### config.mk
export PLATFORM = sky130hd
export DESIGN_NAME = bpa_ram
export DESIGN_NICKNAME = d
export VERILOG_FILES = /design/src/rtl/bpa_ram.sv
export SDC_FILE = /design/constraint.sdc
export NUM_CORES = 2
export LEC_CHECK = 0
export BUFFER_PORTS_ARGS = -buffer_cell sky130_fd_sc_hd__clkbuf_2
export CAP_MARGIN = 0
export CELL_PAD_IN_SITES_DETAIL_PLACEMENT = 0
export CELL_PAD_IN_SITES_GLOBAL_PLACEMENT = 1
export CORE_MARGIN = 2
export CORE_UTILIZATION = 41
export CTS_BUF_LIST = sky130_fd_sc_hd__clkbuf_4 sky130_fd_sc_hd__clkbuf_8
export DETAILED_ROUTE_END_ITERATION = 8
export PLACE_DENSITY_LB_ADDON = 0.05
export SLEW_MARGIN = 25
export SYNTH_ARGS = -nofsm -noshare
export SYNTH_HDL_FRONTEND = slang
export SYNTH_SLANG_ARGS = --single-unit
### constraint.sdc
create_clock -name i_clk -period 2.4 [get_ports i_clk]
set_input_delay 0.48 -clock i_clk [delete_from_list [all_inputs] [get_ports i_clk]]
set_output_delay 0.48 -clock i_clk [all_outputs]
set_load 0.02 [all_outputs]
### src/rtl/bpa_ram.sv
// Generic single-write, single-read synchronous RAM with a registered read output.
// Depends on nothing.
module bpa_ram #(
    parameter int WIDTH = 8,
    parameter int DEPTH = 256
) (
    input  logic                     i_clk,
    input  logic                     i_we,
    input  logic [$clog2(DEPTH)-1:0] i_waddr,
    input  logic [WIDTH-1:0]         i_wdata,
    input  logic [$clog2(DEPTH)-1:0] i_raddr,
    output logic [WIDTH-1:0]         o_rdata
);
    logic [WIDTH-1:0] r_mem [DEPTH];
    logic [WIDTH-1:0] r_rdata;

    always_ff @(posedge i_clk) begin
        if (i_we) begin
            r_mem[i_waddr] <= i_wdata;
        end
        r_rdata <= r_mem[i_raddr];
    end

    assign o_rdata = r_rdata;
endmodule

==> results by group <==
Worst setup path
  • Critical-path maximum fanout: 1
  • CP Class: register to register
  • Series of cell instances along the critical path: mux4_2, a22oi_1, buf_4, a21oi_1, nor4_2, nor4_2
  • Critical register-to-register path startpoint: r_mem[211][2]
  • Worst setup EP type: register
  • Timing startpoint of the critical path: r_mem[211][2]
  • Category of the worst setup path launch point: register
  • Peak per-stage delay on the critical path: 0.75 ns
  • Required time of the worst setup path: 3.31 ns
  • Arrival time at the worst endpoint: 3.31 ns
  • CP most frequent cell: sky130_fd_sc_hd__nor4_2
  • Cell with the biggest individual delay on the critical path: sky130_fd_sc_hd__nor4_2

STA
  • Total negative setup slack: 0 ns
  • Setup ws final: 0.00520 ns
  • Relative max-transition margin: 0.398
  • Max-slew violation count: 0
  • Skew final: 0.0576 ns
  • Setup repair after global routing missed its margin: false
  • Slew at the pin closest to its max-slew limit: 0.899 ns
  • Min cycle time layout: 2.39 ns
  • Part of the cycle the worst path needs: 0.998
  • Fmax: 418 MHz
  • Count of final setup violators: 0
  • Number of hold violations in the final report: 0

Synth
  • Cell count after synthesis: 3733
  • Number of nets in the synthesized netlist: 3759
  • Number of synthesized flops with an enable pin: 2048
  • Yosys warnings: 0
  • Number of synthesized register bits: 2056
  • Area leader, netlist: sky130_fd_sc_hd__edfxtp_1
  • Cell types with the largest area share after synthesis: sky130_fd_sc_hd__edfxtp_1 77%, sky130_fd_sc_hd__mux4_2 13%, sky130_fd_sc_hd__mux2i_1 1.7%
  • Area share of the largest cell type after synthesis: 0.773
  • Post-synthesis instance area: 0.0796 sq mm
  • Cell variety after synth: 55
  • Ys flop type: sky130_fd_sc_hd__edfxtp_1
  • Share of synthesized area occupied by flip-flops and latches: 0.775
  • Synthesized area divided by synthesized cell count: 21.3 sq um
  • Async S/R FF share, synth: 0

Floorplanning
  • I/O pin total: 34
  • Initial standard-cell utilization of the core: 0.413
  • Standard-cell rows: 161
  • DIE HEIGHT: 445 microns
  • Core box area: 0.193 sq mm
  • Die width: 445 microns
  • Die ar.: 0.198 sq mm

Clock tree
  • Number of buffers between clock root and the deepest sink: 4
  • Clock root buffer master: sky130_fd_sc_hd__clkbuf_8
  • Clock insertion delay at the later pin of the skew report: 1.06 ns
  • Number of H-tree branching levels: 5
  • Number of buffers added by the clock tree synthesis step: 360
  • Clock-pin slew on the worst setup and hold paths: 0.06 ns
  • Clock net sink count: 2056
  • Post-CTS Setup Repair Bufs: 0
  • Clock tree from TritonCTS: yes

Routing
  • Vias: 42036
  • Post-route ant nets: 0
  • 1st-pass router iterations: 5
  • Initial drt markers: 3973
  • Overall routed net length: 231000 microns
  • WL/cell: 30.7 microns
  • Per-cell via count in the routed design: 5.60
  • Post-route DRC: 0

Place
  • Count of input and output buffers: 33
  • Global placer's final weighted congestion: 0.843
  • DP Worst Slack: -1.26 ns
  • Dpl cell area: 0.0891 sq mm
  • Detailed-placement wirelength estimate: 152000 microns

GRT
  • Vias in the first global route: 44334
  • Wire length of the first global-routing pass: 326000 microns
  • GR Util All Layers: 0.234
  • Maximum number of pins on one net before global-route repair: 94
  • Overall overflow remaining after global route: 0
  • Antenna violations before repair: 7

Layout
  • Post-route cell area: 0.0962 sq mm
  • Signed area change from the synthesized netlist to the final layout: 20.9%
  • Share of cells above drive strength 1: 0.378
  • # nets final: 4744

Pwr
  • Highest ir drop seen on vdd: 0.537 mV
  • Power per unit of standard cell area: 782 mW/mm^2
  • Total leakage power: 31.8 nW

Worst hold path
  • Worst Min Path Start: i_waddr[3]
  • Class of the tightest hold or removal check: input port to register

Flow run
  • Total of max-cap violations: 0

Status
  • Result of the run: finished, final reports clean
[logic make-up (layout without fill, tap and decap cells)]
kind of cell,count (synthesis),after routing,share of synthesized area
flip-flops,2056,2056,0.775
AO/OA/AOI/OAI,385,385,0.0342
AND/OR/NAND/NOR,466,466,0.0263
buffers and inverters,235,1482,0.0183
other,0,4,0
multiplexers,591,591,0.146
[flip-flops by register name, indices dropped and copies added (netlist names)]
signal / cells
o_rdata: 8
r_mem: 2048
[metal layers]
metal | global-route usage | vias up | part of all wire
met1 | 0.315 | 22617 | 0.42
li1 | - | 17754 | -
met2 | 0.396 | 1333 | 0.50
met5 | 0 | - | 0
met3 | 0.0360 | 332 | 0.050
met4 | 0.0634 | 0 | 0.023
[path summary, 6_finish.rpt]
kind                                      end  depth (start not counted)  slack [ns]
worst max-delay path               o_rdata[2]                          6       0.005
worst max register to register     o_rdata[2]                          6       0.005
worst min register to register     o_rdata[2]                          7        1.10
worst min-delay path            r_mem[205][0]                          4        0.19
[stage by stage]
stage / cells / power, W / utilization / hold slack (ns)
global placement: 6871 / 0.0449 / 0.462 / 0.797
detailed placement: 6874 / 0.0450 / 0.463 / 0.803
global route: 7508 / 0.0778 / 0.499 / 0.156
floorplan: 3733 / 0.0423 / - / 0.579
CTS: 7506 / 0.0761 / 0.499 / 0.0668
finish: 7510 / 0.0752 / 0.499 / 0.189
[layout by cell type, fill, tap and decap left out, types with 9 or more instances in the layout]
cell,count
sky130_fd_sc_hd__clkinv_2,55
sky130_fd_sc_hd__mux4_2,454
sky130_fd_sc_hd__buf_4,706
sky130_fd_sc_hd__clkinv_1,90
sky130_fd_sc_hd__nand4_1,10
sky130_fd_sc_hd__clkbuf_2,20
sky130_fd_sc_hd__bufinv_16,14
sky130_fd_sc_hd__o221ai_1,46
sky130_fd_sc_hd__mux2i_1,134
sky130_fd_sc_hd__a211oi_1,13
sky130_fd_sc_hd__nor2_1,279
sky130_fd_sc_hd__buf_12,110
sky130_fd_sc_hd__nand2_1,33
sky130_fd_sc_hd__a21oi_1,96
sky130_fd_sc_hd__o22ai_1,28
sky130_fd_sc_hd__o211ai_1,10
sky130_fd_sc_hd__o21ai_0,10
sky130_fd_sc_hd__clkbuf_4,90
sky130_fd_sc_hd__edfxtp_1,2048
sky130_fd_sc_hd__nor4_1,13
sky130_fd_sc_hd__nor3_1,19
sky130_fd_sc_hd__nor4_2,11
sky130_fd_sc_hd__clkbuf_8,371
sky130_fd_sc_hd__nor2b_1,28
sky130_fd_sc_hd__a221oi_1,9
sky130_fd_sc_hd__a22oi_1,133
sky130_fd_sc_hd__nand3_1,34
[cells in the mapped netlist (10+ instances only)]
library cell and number:
sky130_fd_sc_hd__clkbuf_1 111, sky130_fd_sc_hd__buf_8 13, sky130_fd_sc_hd__a21oi_1 96, sky130_fd_sc_hd__nor3_1 22, sky130_fd_sc_hd__mux4_2 454, sky130_fd_sc_hd__nand3_1 34, sky130_fd_sc_hd__buf_6 21, sky130_fd_sc_hd__edfxtp_1 2048
sky130_fd_sc_hd__o22ai_1 28, sky130_fd_sc_hd__buf_2 31, sky130_fd_sc_hd__o221ai_1 46, sky130_fd_sc_hd__nor2b_1 31, sky130_fd_sc_hd__a211oi_1 16, sky130_fd_sc_hd__nand2_1 33, sky130_fd_sc_hd__a22oi_1 133, sky130_fd_sc_hd__buf_4 27
sky130_fd_sc_hd__buf_1 22, sky130_fd_sc_hd__o211ai_1 10, sky130_fd_sc_hd__mux2i_1 134, sky130_fd_sc_hd__nor2_1 282, sky130_fd_sc_hd__a221oi_1 13, sky130_fd_sc_hd__nor4_1 24, sky130_fd_sc_hd__nand4_1 10, sky130_fd_sc_hd__o21ai_0 10
[repair_timing]
item	in CTS	in global routing
cloned	0	0
gates resized for setup	20	6
hold endpoints to repair	345	0
setup endpoints to repair	12	5
pin swaps	2	1
hold buffers	8	0
[power breakdown]
group          leakage (nW)  switching, W  total, W  internal, W
registers              18.5     0.0000887    0.0397       0.0396
logic                  9.67       0.00268   0.00452      0.00184
clock network          3.62        0.0139    0.0310       0.0171
total                  31.8        0.0167    0.0752       0.0585
[critical path, delay by kind of cell (launching register included)]
kind	cells	cell delay [ns]
simple gates	2	0.83
mux	1	0.48
buf+inv	1	0.19
flops	1	0.37
compound gates	2	0.38
[final cells by class]
class,instances,area [sq um]
fillers,15634,96400
flip-flops and latches,2056,61700
multi-input cells,1442,16600
repair buffers,856,7840
clock buffers,457,5730
well taps,2526,3160
clock inverters,167,1100
diodes,4,10.0
inverters,2,7.51
(Power assumes the default switching activity.)
